$ cat config.mk
export PLATFORM = sky130hd
export DESIGN_NAME = integer_to_radix_digits_top
export DESIGN_NICKNAME = d
export VERILOG_FILES = /design/src/rtl/core/itrd_pkg.sv /design/src/rtl/core/itrd_regs.sv /design/src/rtl/core/itrd_dp.sv /design/src/rtl/core/itrd_ctrl.sv /design/src/rtl/core/integer_to_radix_digits_top.sv
export SDC_FILE = /design/constraint.sdc
export NUM_CORES = 1
export LEC_CHECK = 0
export BUFFER_PORTS_ARGS = -buffer_cell sky130_fd_sc_hd__buf_2
export CORE_MARGIN = 5
export CORE_UTILIZATION = 55
export DETAILED_ROUTE_END_ITERATION = 10
export PLACE_DENSITY_LB_ADDON = 0.1
export SLEW_MARGIN = 10
export SYNTH_ARGS = -nofsm -noshare
export SYNTH_HDL_FRONTEND = slang
export SYNTH_SLANG_ARGS = --single-unit
$ cat constraint.sdc
create_clock -name clk_i -period 16.11 [get_ports clk_i]
set_clock_uncertainty 0.2 [all_clocks]
set_input_delay 0.8055 -clock clk_i [delete_from_list [all_inputs] [get_ports clk_i]]
set_output_delay 0.8055 -clock clk_i [all_outputs]
set_load 0.05 [all_outputs]
$ cat src/rtl/core/itrd_pkg.sv
// Shared types and constants for the integer to radix digits converter.
`default_nettype none
package itrd_pkg;

  localparam int unsigned MaxSymbols = 16;
  localparam int unsigned AddrW      = 5;
  localparam int unsigned DataW      = 64;
  localparam int unsigned StackDepth = 32;
  localparam int unsigned StackAw    = 5;
  localparam int unsigned CntW       = 6;

  localparam logic [7:0] PlusByte  = 8'h2B;
  localparam logic [7:0] MinusByte = 8'h2D;

  // register indexes (paddr[4:3])
  localparam logic [1:0] RegAlphaLow  = 2'd0;
  localparam logic [1:0] RegAlphaHigh = 2'd1;
  localparam logic [1:0] RegSymCount  = 2'd2;

  typedef struct packed {
    logic [127:0] alphabet;
    logic [4:0]   radix;
    logic         ok;
  } itrd_cfg_t;

  typedef struct packed {
    logic load;
    logic start;
    logic div_step;
    logic div_push;
    logic emit_sign;
    logic emit_digit;
  } itrd_cmd_t;

  typedef struct packed {
    logic alpha_ok;
    logic neg;
    logic div_done;
    logic stack_one;
    logic slot_free;
  } itrd_stat_t;

endpackage
`default_nettype wire

$ cat src/rtl/core/itrd_regs.sv
// APB configuration registers and alphabet validity check.
`default_nettype none
module itrd_regs #(
  parameter int unsigned MaxSymbols = itrd_pkg::MaxSymbols
) (
  input  wire logic                        clk_i,
  input  wire logic                        rst_ni,
  input  wire logic                        psel,
  input  wire logic                        penable,
  input  wire logic                        pwrite,
  input  wire logic [itrd_pkg::AddrW-1:0]  paddr,
  input  wire logic [itrd_pkg::DataW-1:0]  pwdata,
  output logic      [itrd_pkg::DataW-1:0]  prdata,
  output logic                             pready,
  output itrd_pkg::itrd_cfg_t              cfg_o
);

  logic [63:0]  alpha_lo_q;
  logic [63:0]  alpha_hi_q;
  logic [4:0]   count_q;
  logic         ok_q;
  logic         ok_d;
  logic         wr;
  logic [1:0]   idx;
  logic [127:0] alpha;

  assign pready = 1'b1;
  assign wr     = psel & penable & pwrite;
  assign idx    = paddr[4:3];
  assign alpha  = {alpha_hi_q, alpha_lo_q};

  always_ff @(posedge clk_i or negedge rst_ni) begin
    if (!rst_ni) begin
      alpha_lo_q <= '0;
      alpha_hi_q <= '0;
      count_q    <= '0;
    end else if (wr) begin
      case (idx)
        itrd_pkg::RegAlphaLow:  alpha_lo_q <= pwdata;
        itrd_pkg::RegAlphaHigh: alpha_hi_q <= pwdata;
        itrd_pkg::RegSymCount:  count_q    <= pwdata[4:0];
        default: ;
      endcase
    end
  end

  // symbol count range, pairwise duplicate check plus sign bytes; the result is registered
  always_comb begin
    ok_d = (count_q >= 5'd2) && (count_q <= 5'(MaxSymbols));
    for (int i = 0; i < 16; i++) begin
      if ((5'(i) < count_q) &&
          ((alpha[8*i +: 8] == itrd_pkg::PlusByte) ||
           (alpha[8*i +: 8] == itrd_pkg::MinusByte))) begin
        ok_d = 1'b0;
      end
      for (int j = i + 1; j < 16; j++) begin
        if ((5'(j) < count_q) && (alpha[8*i +: 8] == alpha[8*j +: 8])) begin
          ok_d = 1'b0;
        end
      end
    end
  end

  always_ff @(posedge clk_i or negedge rst_ni) begin
    if (!rst_ni) begin
      ok_q <= 1'b0;
    end else begin
      ok_q <= ok_d;
    end
  end

  always_comb begin
    case (idx)
      itrd_pkg::RegAlphaLow:  prdata = alpha_lo_q;
      itrd_pkg::RegAlphaHigh: prdata = alpha_hi_q;
      itrd_pkg::RegSymCount:  prdata = {59'd0, count_q};
      default:                prdata = '0;
    endcase
  end

  assign cfg_o.alphabet = alpha;
  assign cfg_o.radix    = count_q;
  assign cfg_o.ok       = ok_q;

endmodule
`default_nettype wire

$ cat src/rtl/core/itrd_dp.sv
// Datapath: magnitude, 8-bit-per-cycle divider, digit stack, output register.
`default_nettype none
module itrd_dp (
  input  wire logic                 clk_i,
  input  wire logic                 rst_ni,
  input  wire logic [31:0]          value_i,
  input  wire logic                 out_ready_i,
  input  itrd_pkg::itrd_cfg_t       cfg_i,
  input  itrd_pkg::itrd_cmd_t       cmd_i,
  output itrd_pkg::itrd_stat_t      stat_o,
  output logic                      out_valid_o,
  output logic [7:0]                symbol_o,
  output logic                      last_o
);

  logic [31:0]                   m_q;
  logic                          neg_q;
  logic [3:0]                    rem_q;
  logic [itrd_pkg::CntW-1:0]     cnt_q;
  logic [3:0]                    stack_q [itrd_pkg::StackDepth];
  logic [3:0]                    top_digit_q;
  logic                          out_valid_q;
  logic [7:0]                    symbol_q;
  logic                          last_q;

  logic [3:0]                    rem_d;
  logic [7:0]                    q8;
  logic [31:0]                   quo_d;
  logic [itrd_pkg::CntW-1:0]     top_idx;
  logic [itrd_pkg::StackAw-1:0]  below_idx;
  logic                          slot_free;

  // eight restoring division steps on the top byte of the shifting word
  always_comb begin
    logic [4:0] t;
    logic [3:0] r;
    r  = rem_q;
    q8 = '0;
    for (int j = 0; j < 8; j++) begin
      t = {r, m_q[31-j]};
      if (t >= cfg_i.radix) begin
        t         = t - cfg_i.radix;
        q8[7-j]   = 1'b1;
      end
      r = t[3:0];
    end
    rem_d = r;
    quo_d = {m_q[23:0], q8};
  end

  assign top_idx   = cnt_q - 1'b1;
  assign below_idx = top_idx[itrd_pkg::StackAw-1:0] - 1'b1;
  assign slot_free = !out_valid_q || out_ready_i;

  always_ff @(posedge clk_i) begin
    if (cmd_i.load) begin
      m_q <= value_i;
    end else if (cmd_i.start) begin
      neg_q <= m_q[31];
      m_q   <= m_q[31] ? 32'(32'd0 - m_q) : m_q;
      rem_q <= '0;
    end else if (cmd_i.div_step) begin
      m_q   <= quo_d;
      rem_q <= cmd_i.div_push ? 4'd0 : rem_d;
    end
  end

  // digit stack; the top entry is held in a register for the emitter
  always_ff @(posedge clk_i) begin
    if (cmd_i.div_step && cmd_i.div_push) begin
      stack_q[cnt_q[itrd_pkg::StackAw-1:0]] <= rem_d;
      top_digit_q                           <= rem_d;
    end else if (cmd_i.emit_digit) begin
      top_digit_q <= stack_q[below_idx];
    end
  end

  always_ff @(posedge clk_i or negedge rst_ni) begin
    if (!rst_ni) begin
      cnt_q <= '0;
    end else if (cmd_i.start) begin
      cnt_q <= '0;
    end else if (cmd_i.div_step && cmd_i.div_push) begin
      cnt_q <= cnt_q + 1'b1;
    end else if (cmd_i.emit_digit) begin
      cnt_q <= top_idx;
    end
  end

  always_ff @(posedge clk_i or negedge rst_ni) begin
    if (!rst_ni) begin
      out_valid_q <= 1'b0;
    end else if (cmd_i.emit_sign || cmd_i.emit_digit) begin
      out_valid_q <= 1'b1;
    end else if (out_ready_i) begin
      out_valid_q <= 1'b0;
    end
  end

  always_ff @(posedge clk_i) begin
    if (cmd_i.emit_sign) begin
      symbol_q <= itrd_pkg::MinusByte;
      last_q   <= 1'b0;
    end else if (cmd_i.emit_digit) begin
      symbol_q <= cfg_i.alphabet[8*top_digit_q +: 8];
      last_q   <= (cnt_q == itrd_pkg::CntW'(1));
    end
  end

  assign stat_o.alpha_ok  = cfg_i.ok;
  assign stat_o.neg       = neg_q;
  assign stat_o.div_done  = (quo_d == 32'd0) ||
                            (cnt_q == itrd_pkg::CntW'(itrd_pkg::StackDepth - 1));
  assign stat_o.stack_one = (cnt_q == itrd_pkg::CntW'(1));
  assign stat_o.slot_free = slot_free;

  assign out_valid_o = out_valid_q;
  assign symbol_o    = symbol_q;
  assign last_o      = last_q;

endmodule
`default_nettype wire

$ cat src/rtl/core/itrd_ctrl.sv
// Controller state machine: accept, check, divide per digit, emit bytes.
`default_nettype none
module itrd_ctrl (
  input  wire logic            clk_i,
  input  wire logic            rst_ni,
  input  wire logic            in_valid_i,
  output logic                 in_ready_o,
  input  itrd_pkg::itrd_stat_t stat_i,
  output itrd_pkg::itrd_cmd_t  cmd_o
);

  localparam logic [2:0] StIdle  = 3'd0;
  localparam logic [2:0] StCheck = 3'd1;
  localparam logic [2:0] StDiv   = 3'd2;
  localparam logic [2:0] StSign  = 3'd3;
  localparam logic [2:0] StEmit  = 3'd4;

  logic [2:0] state_q, state_d;
  logic [1:0] step_q, step_d;

  always_ff @(posedge clk_i or negedge rst_ni) begin
    if (!rst_ni) begin
      state_q <= StIdle;
      step_q  <= '0;
    end else begin
      state_q <= state_d;
      step_q  <= step_d;
    end
  end

  always_comb begin
    state_d    = state_q;
    step_d     = step_q;
    cmd_o      = '0;
    in_ready_o = 1'b0;
    case (state_q)
      StIdle: begin
        in_ready_o = 1'b1;
        if (in_valid_i) begin
          cmd_o.load = 1'b1;
          state_d    = StCheck;
        end
      end
      StCheck: begin
        if (!stat_i.alpha_ok) begin
          state_d = StIdle;
        end else begin
          cmd_o.start = 1'b1;
          step_d      = '0;
          state_d     = StDiv;
        end
      end
      StDiv: begin
        cmd_o.div_step = 1'b1;
        step_d         = step_q + 1'b1;
        if (step_q == 2'd3) begin
          cmd_o.div_push = 1'b1;
          if (stat_i.div_done) begin
            state_d = stat_i.neg ? StSign : StEmit;
          end
        end
      end
      StSign: begin
        if (stat_i.slot_free) begin
          cmd_o.emit_sign = 1'b1;
          state_d         = StEmit;
        end
      end
      StEmit: begin
        if (stat_i.slot_free) begin
          cmd_o.emit_digit = 1'b1;
          if (stat_i.stack_one) begin
            state_d = StIdle;
          end
        end
      end
      default: state_d = StIdle;
    endcase
  end

endmodule
`default_nettype wire

$ cat src/rtl/core/integer_to_radix_digits_top.sv
// Top level of the signed integer to radix digits converter.
//
//  channel   direction  handshake                 payload
//  in        input      in_valid_i / in_ready_o   value_i[31:0] (signed)
//  out       output     out_valid_o / out_ready_i symbol_o[7:0], last_o
//  config    input      APB psel/penable/pwrite   64-bit regs at 0x00, 0x08, 0x10
//
// One item at a time. The item is accepted and the alphabet checked, then each
// digit is divided out of the 32-bit magnitude (8 quotient bits per cycle), then
// a minus sign for a negative value and the digits go out, each byte once the
// output register is empty or out_ready_i is high. Radix 2 gives the most digits, 32.
// Reset is asynchronous, active low; no clearing pass is needed.
// A stalled output holds its byte; the digit emitter waits on the output register.
`default_nettype none
module integer_to_radix_digits_top #(
  parameter int unsigned MaxSymbols = itrd_pkg::MaxSymbols
) (
  input  wire logic                        clk_i,
  input  wire logic                        rst_ni,
  // input items
  input  wire logic                        in_valid_i,
  output logic                             in_ready_o,
  input  wire logic signed [31:0]          value_i,
  // result items
  output logic                             out_valid_o,
  input  wire logic                        out_ready_i,
  output logic [7:0]                       symbol_o,
  output logic                             last_o,
  // configuration
  input  wire logic                        psel,
  input  wire logic                        penable,
  input  wire logic                        pwrite,
  input  wire logic [itrd_pkg::AddrW-1:0]  paddr,
  input  wire logic [itrd_pkg::DataW-1:0]  pwdata,
  output logic      [itrd_pkg::DataW-1:0]  prdata,
  output logic                             pready
);

  itrd_pkg::itrd_cfg_t  cfg;
  itrd_pkg::itrd_cmd_t  cmd;
  itrd_pkg::itrd_stat_t stat;

  // alphabet, radix and the registered validity flag
  itrd_regs #(
    .MaxSymbols (MaxSymbols)
  ) u_regs (
    .clk_i   (clk_i),
    .rst_ni  (rst_ni),
    .psel    (psel),
    .penable (penable),
    .pwrite  (pwrite),
    .paddr   (paddr),
    .pwdata  (pwdata),
    .prdata  (prdata),
    .pready  (pready),
    .cfg_o   (cfg)
  );

  // sequencing of one item
  itrd_ctrl u_ctrl (
    .clk_i      (clk_i),
    .rst_ni     (rst_ni),
    .in_valid_i (in_valid_i),
    .in_ready_o (in_ready_o),
    .stat_i     (stat),
    .cmd_o      (cmd)
  );

  // divider, digit stack and output register
  itrd_dp u_dp (
    .clk_i       (clk_i),
    .rst_ni      (rst_ni),
    .value_i     (value_i),
    .out_ready_i (out_ready_i),
    .cfg_i       (cfg),
    .cmd_i       (cmd),
    .stat_o      (stat),
    .out_valid_o (out_valid_o),
    .symbol_o    (symbol_o),
    .last_o      (last_o)
  );

  // busy right after an item is taken
  a_busy_after_accept : assert property (@(posedge clk_i) disable iff (!rst_ni)
    in_valid_i && in_ready_o |=> !in_ready_o)
    else $error("input taken again while an item is in work");

  // bytes only go into a free output register
  a_no_overwrite : assert property (@(posedge clk_i) disable iff (!rst_ni)
    (cmd.emit_sign || cmd.emit_digit) |-> stat.slot_free)
    else $error("output register overwritten");

  // the final byte returns the controller to idle
  a_idle_after_last : assert property (@(posedge clk_i) disable iff (!rst_ni)
    cmd.emit_digit && stat.stack_one |=> in_ready_o)
    else $error("controller not idle after last byte");

  // a minus sign is never flagged last
  a_sign_not_last : assert property (@(posedge clk_i) disable iff (!rst_ni)
    cmd.emit_sign |=> out_valid_o && !last_o)
    else $error("sign byte flagged last");

endmodule
`default_nettype wire
### Word level (Yosys, flattened, before mapping)

Memories as Yosys holds them, arrays and structs flattened.
Index checks and enable logic that the tools add are counted.

* flip-flop bits (word level): 196
* RAM bits: 128
* bits of input ports: 108
* output and inout bits: 76
* logic and storage cells: 592
* memories kept: 1

Memories
* u_dp.stack_q: words 32, bits a word 4, rd ports 1, clocked after Yosys merged registers in 0, wr ports 1, line itrd_dp.sv:20 `logic [3:0] stack_q [itrd_pkg::StackDepth];`

* add/sub/neg operators: 13
* magnitude comparators: 26
* eq/ne operators: 169
* shift-type cells: 1
* muxes and demuxes: 189
* bitwise logic cells: 3
* reduce and logical (&&, ||, !) cells: 175

Operators by type and width (number)
* 8-bit == test: 120
* 8-bit by 6-bit == test with 1-bit output, second input constant: 32
* 64-bit one-hot mux with 3 select lines: 1
* 1-bit two-way mux: 157
* 1-bit logical AND: 138
* 32-bit two-way mux: 4
* 128-bit by 8-bit variable part select with 8-bit output: 1
* 4-bit two-way mux: 12
* 5-bit >= comparator: 8
* 4-bit by 5-bit < comparator with 1-bit output, first input constant: 8
* 32-bit zero test: 1
* 1-bit by 32-bit subtractor with 32-bit output, first input constant: 1
* 4-bit subtractor: 8
* 3-bit two-way mux: 7
* 3-bit by 5-bit < comparator with 1-bit output, first input constant: 4
* 1-bit logical OR: 19
* 6-bit two-way mux: 3
* 3-bit one-hot mux with 5 select lines: 1
* 2-bit AND reduction: 7
* 1-bit by 5-bit < comparator with 1-bit output, first input constant: 2
* 2-bit by 5-bit < comparator with 1-bit output, first input constant: 2
* 2-bit inequality test, second input constant: 4
* 2-bit nonzero test: 4
* 6-bit by 1-bit adder with 6-bit output, second input constant: 1
* 23 further kinds: 31

### Depth between registers and ports, before layout

* word-level depth: 139
* gate-level depth with buffers: 52
* mapped depth without buffers: 52

### Modules after synthesis

Synthesis repeated with hierarchy kept, for this count alone.

* cell total of the unflattened synthesis: 3028
* area, all modules: 30204.0 µm²

Modules (own cells, without submodules)
* itrd_regs: instances 1, cells an instance 2115, area each 18597.8 µm², seq. area each 3353.2 µm²
* itrd_dp: instances 1, cells an instance 878, area each 11297.1 µm², seq. area each 5430.2 µm²
* itrd_ctrl: instances 1, cells an instance 35, area each 309.0 µm², seq. area each 125.1 µm²

### Worst setup path after synthesis

Ideal clock, no wire load.

* kind: register -> register
* start point: register u_regs.count_q[1]
* end point: register u_dp.rem_q[1], data pin
* setup time: 139 ps
* arrival time: 11669 ps
* data required time: 15771 ps
* slack: 4102 ps
* cell stages (with the launch flop): 51
* buffers on the path: 1
* period minus slack after synthesis: 12008 ps
* path through: dfrtp_1 > clkbuf_1 > inv_1 > ha_1 > a21o_1 > a21oi_1 > o21ai_2 > mux2_2 > ha_1 > nand2_1 > o21ai_1 > mux2_2 > inv_1 > ha_1 > a21o_1 > a21oi_1 > o21ai_1 > mux2_2 > [15 not listed] > a21oi_1 > o21ai_1 > mux2_2 > inv_1 > ha_1 > a21o_1 > a21o_1 > a21o_1 > a21oi_2 > mux2_2 > inv_1 > ha_1 > a21o_1 > a21o_1 > a21o_1 > a21oi_1 > mux2i_1 > and3_1

* longest elaborated chain between the ends: 18
* elaborated cells between the ends (all ways): 26
* those cells by class: add/sub: 8; order compare: 8; mux: 10

Ends and longest elaborated chain
* from (decl): line itrd_regs.sv:20 `logic [4:0] count_q;`
* from (signal assigned): line itrd_regs.sv:41 `itrd_pkg::RegSymCount: count_q <= pwdata[4:0];`
* 4-bit subtractor / 5-bit >= comparator (equally long branches): line itrd_dp.sv:42, itrd_dp.sv:41
* 4-bit two-way mux: line itrd_dp.sv:41 `if (t >= cfg_i.radix) begin`
* 4-bit subtractor / 5-bit >= comparator (equally long branches): line itrd_dp.sv:42, itrd_dp.sv:41
* 4-bit two-way mux: line itrd_dp.sv:41
* 4-bit subtractor / 5-bit >= comparator (equally long branches): line itrd_dp.sv:42, itrd_dp.sv:41
* 4-bit two-way mux: line itrd_dp.sv:41
* 5-bit >= comparator / 4-bit subtractor (equally long branches): line itrd_dp.sv:41, itrd_dp.sv:42
* 4-bit two-way mux: line itrd_dp.sv:41
* [3 not listed]
* 4-bit two-way mux: line itrd_dp.sv:41
* 5-bit >= comparator / 4-bit subtractor (equally long branches): line itrd_dp.sv:41, itrd_dp.sv:42
* 4-bit two-way mux: line itrd_dp.sv:41
* 4-bit subtractor / 5-bit >= comparator (equally long branches): line itrd_dp.sv:42, itrd_dp.sv:41
* 4-bit two-way mux (*): line itrd_dp.sv:41
* via u_dp.rem_d[1]: line itrd_dp.sv:26 `logic [3:0] rem_d;`
* 4-bit two-way mux (*): line itrd_dp.sv:64 `rem_q <= cmd_i.div_push ? 4'd0 : rem_d;`
* 4-bit two-way mux (*): line itrd_dp.sv:62 `end else if (cmd_i.div_step) begin`
* to (signal assigned): line itrd_dp.sv:64
* to (decl): line itrd_dp.sv:18 `logic [3:0] rem_q;`

Mark *: on every way through the listed nets, which the timed path passes. The rest lies on a longest branch. The select of a mux whose other input is x is not followed.
A chain may end at the register's enable or synchronous reset.

### Worst setup path after layout

* start point: register u_regs.count_q[1]
* end point: memory u_dp.stack_q[5][0], data pin

* longest elaborated chain between the ends: 16
* elaborated cells between the ends (all ways): 23
* those cells by class: add/sub: 7; order compare: 8; mux: 8

Ends and longest elaborated chain (line)
* 4-bit subtractor / 5-bit >= comparator (equally long branches): itrd_dp.sv:42, itrd_dp.sv:41
* 4-bit two-way mux: itrd_dp.sv:41
* 4-bit subtractor / 5-bit >= comparator (equally long branches): itrd_dp.sv:42, itrd_dp.sv:41
* 4-bit two-way mux: itrd_dp.sv:41
* 4-bit subtractor / 5-bit >= comparator (equally long branches): itrd_dp.sv:42, itrd_dp.sv:41
* 4-bit two-way mux: itrd_dp.sv:41
* 5-bit >= comparator / 4-bit subtractor (equally long branches): itrd_dp.sv:41, itrd_dp.sv:42
* 4-bit two-way mux: itrd_dp.sv:41
* 4-bit subtractor / 5-bit >= comparator (equally long branches): itrd_dp.sv:42, itrd_dp.sv:41
* 4-bit two-way mux: itrd_dp.sv:41
* 4-bit subtractor / 5-bit >= comparator (equally long branches): itrd_dp.sv:42, itrd_dp.sv:41
* 4-bit two-way mux: itrd_dp.sv:41
* 4-bit subtractor / 5-bit >= comparator (equally long branches): itrd_dp.sv:42, itrd_dp.sv:41
* 4-bit two-way mux: itrd_dp.sv:41
* 5-bit >= comparator (*): itrd_dp.sv:41
* 4-bit two-way mux (*): itrd_dp.sv:41
* via u_dp.rem_d[0]: itrd_dp.sv:26
* to (decl): itrd_dp.sv:20

Mark *: on every way through the listed nets, which the timed path passes. The rest lies on a longest branch.

==> key figures <==
Run status
  • Status: complete, no violations

Worst setup path
  • Crit path kind: reg2reg
  • Crit path max fanout: 32
  • Worst path max stage delay: 0.63 ns
  • CP max-delay cell: o21ai_1
  • Worst Reg-to-Reg Cells: 49
  • R2r setup slk: 2.73 ns
  • Setup crit end kind: flip-flop
  • Most used cell, CP: a21o_1
  • Critical Path RT: 16.04 ns
  • CP startpoint kind: flip-flop
  • R2R Path End: u_dp.stack_q[5][0]
  • WP data arrival: 13.31 ns
  • Crit path launch: u_regs.count_q[1]
  • Reg-to-reg startpoint: u_regs.count_q[1]

Detailed routing
  • Detailed Routing Iterations Pass 1: 6
  • Post-route ant nets: 0
  • Via count: 25100
  • Via density: 6.73
  • Iter 0 DRT Violations: 2898
  • DRC Markers: 0
  • Post-Route WL: 111000 microns
  • Drt wl/cell: 29.9 microns

Synthesis
  • Asr flop ratio synth: 45.1%
  • Post-synth EDFFs: 169
  • Synth warn: 0
  • Mapped Area: 29700 sq um
  • Mapped Cells: 2967
  • Post-synth net total: 3131
  • Share of the synthesized area in the top cell type: 17.1%
  • Yosys reg bits: 324
  • Leading area contributor after synthesis: edfxtp_1
  • Synth top area cells: edfxtp_1, xor2_1, xnor2_1
  • Synth unique cells: 82
  • Main synth FF type: edfxtp_1
  • Mean Syn Cell Area: 10.0 sq um
  • Sequential share of the synthesized area: 30.0%

Die
  • Die width: 242 microns
  • DIE HEIGHT: 242 microns
  • I/O pins: 184
  • Die area: 58800 sq um
  • Core area: 53700 sq um
  • Starting density of the core: 55.3%
  • Num rows: 85

Timing
  • F_max: 74.7 MHz
  • Setup TNS: 0 ns
  • Unrepaired setup endpoints after global routing: no
  • Final setup violation count: 0
  • Final hold violations: 0
  • Measured slew at the worst slew-check pin: 1.34 ns
  • Final Cycle Share: 83.0%
  • Final slew viol count: 0
  • Slew Limit Headroom: 10.9%
  • Min cycle time layout: 13.38 ns

Placement
  • Placed Area: 31000 sq um
  • Dpl hpwl: 71900 microns
  • IO Port Bufs: 179
  • GPL Wtd Cong: 1.03

GRT
  • Gr usage total: 36.4%
  • Gr ovfl total: 0
  • Vias in the first global route: 25100
  • Initial antenna violation count: 8
  • First-pass GRT wire length: 164000 microns
  • Largest net degree at the start of global routing: 87

Worst hold path
  • Hold crit path type: in2async

Clocking
  • Hold Buf Count CTS: 0
  • Clock buffer count from CTS: 37
  • Setup Buffers After CTS: 0
  • Maximum clock path buffer count: 3
  • Clock Tree Root: clkbuf_16
  • CTS H-tree depth: 2
  • Clock sinks: 324
  • Worst-path clk slew: 0.06 ns
  • Post-CTS sizing: 0
  • CTS tree: built
  • Worst skew pair latency: 0.59 ns

Final layout
  • Share of layout cells above drive strength 1: 21.3%
  • Number of fill cells in the layout: 4491
  • Number of nets in the layout: 3162
  • Most common cell after layout, fill and taps aside: xor2_1
  • Most frequent cells in the layout: xor2_1, xnor2_1, buf_2
  • Post-route cell area: 32300 sq um
  • Area Growth Syn to Fin: 8.76%

Run
  • Number of max-cap violations: 0
-- sequential cells by signal, indices dropped and copies added, names as in the netlist --
name               cells
u_dp.last_o            1
u_dp.neg_q             1
u_regs.alpha_hi_q     64
u_regs.count_q         5
u_ctrl.state_q         3
u_dp.out_valid_o       1
u_dp.symbol_o          8
u_regs.alpha_lo_q     64
u_dp.m_q              32
u_ctrl.step_q          2
u_dp.cnt_q             6
u_dp.rem_q             4
u_regs.ok_q            1
u_dp.stack_q         128
u_dp.top_digit_q       4
-- through the flow --
step	utilization (%)	std cells	hold slack (ns)	setup slack, ns
2_1_floorplan	-	2967	0.250	4.10
3_3_place_gp	57.8	3654	0.246	3.21
3_5_place_dp	57.8	3654	0.245	2.67
4_1_cts	60.1	3721	0.144	2.65
5_1_grt	60.1	3722	0.173	1.87
6_report	60.2	3727	0.103	2.73
-- synthesized netlist by cell type (all sizes together) (5+ instances only) --
| cell type | number |
|---|---|
| a21o | 24 |
| a21oi | 61 |
| a221o | 6 |
| a22o | 5 |
| a22oi | 28 |
| a31oi | 18 |
| buf | 273 |
| clkbuf | 56 |
| dfrtp | 146 |
| dfxtp | 9 |
| edfxtp | 169 |
| fa | 8 |
| ha | 48 |
| inv | 42 |
| mux2 | 154 |
| mux2i | 79 |
| mux4 | 78 |
| nand2 | 74 |
| nand2b | 13 |
| nand3 | 33 |
| nand4 | 133 |
| nand4b | 7 |
| nor2 | 153 |
| nor3 | 40 |
| nor4 | 133 |
| nor4b | 8 |
| nor4bb | 5 |
| o211ai | 5 |
| o21ai | 57 |
| o22ai | 12 |
| o31ai | 7 |
| or2 | 5 |
| or3 | 9 |
| xnor2 | 509 |
| xor2 | 512 |
-- logic make-up (layout without fill, tap and decap cells) --
family	Yosys count	count (layout)	share of synthesized area [%]
compound gates	253	253	5.63
xor+xnor	1021	1021	30.1
fa+ha+maj	56	56	2.56
buf+inv	371	430	5.72
flops	324	324	30.0
mux	311	311	14.4
other cells	1	6	0.0126
simple gates	630	630	11.5
-- worst max-delay path: cells and delay by family (launching register included) --
family                   cells  cell delay, ns
AO/OA/AOI/OAI               26            5.98
multiplexers                 7            2.72
adder cells (fa/ha/maj)      8            2.20
buffers and inverters        8            1.50
flip-flops                   1            0.32
-- worst max path at each step --
stage,to,cells past startpoint
2_1_floorplan,u_dp.rem_q[1],50
3_3_place_gp,u_dp.rem_q[3],51
3_5_place_dp,u_dp.rem_q[3],49
4_1_cts,u_dp.rem_q[3],49
5_1_grt,u_dp.stack_q[11][0],51
6_report,u_dp.stack_q[5][0],49
-- area by class of cell --
type,instances,area [sq um],share of cell area (%)
well taps,696,871,2.70
multi-input cells,2272,19100,59.2
inverters,42,158,0.488
clock inverters,11,140,0.434
flip-flops and latches,324,8910,27.6
diodes,5,12.5,0.0387
repair buffers,321,1980,6.12
clock buffers,56,1110,3.44
-- layer usage --
layer | global-route usage (%) | part of all wire (%)
met4 | 22.1 | 7.2
met1 | 46.0 | 37
met3 | 9.02 | 11
met2 | 56.4 | 44
met5 | 0 | 0.049
Power is not shown: default switching activity piles up to over one toggle a cycle in this logic, so the estimate is an artifact.
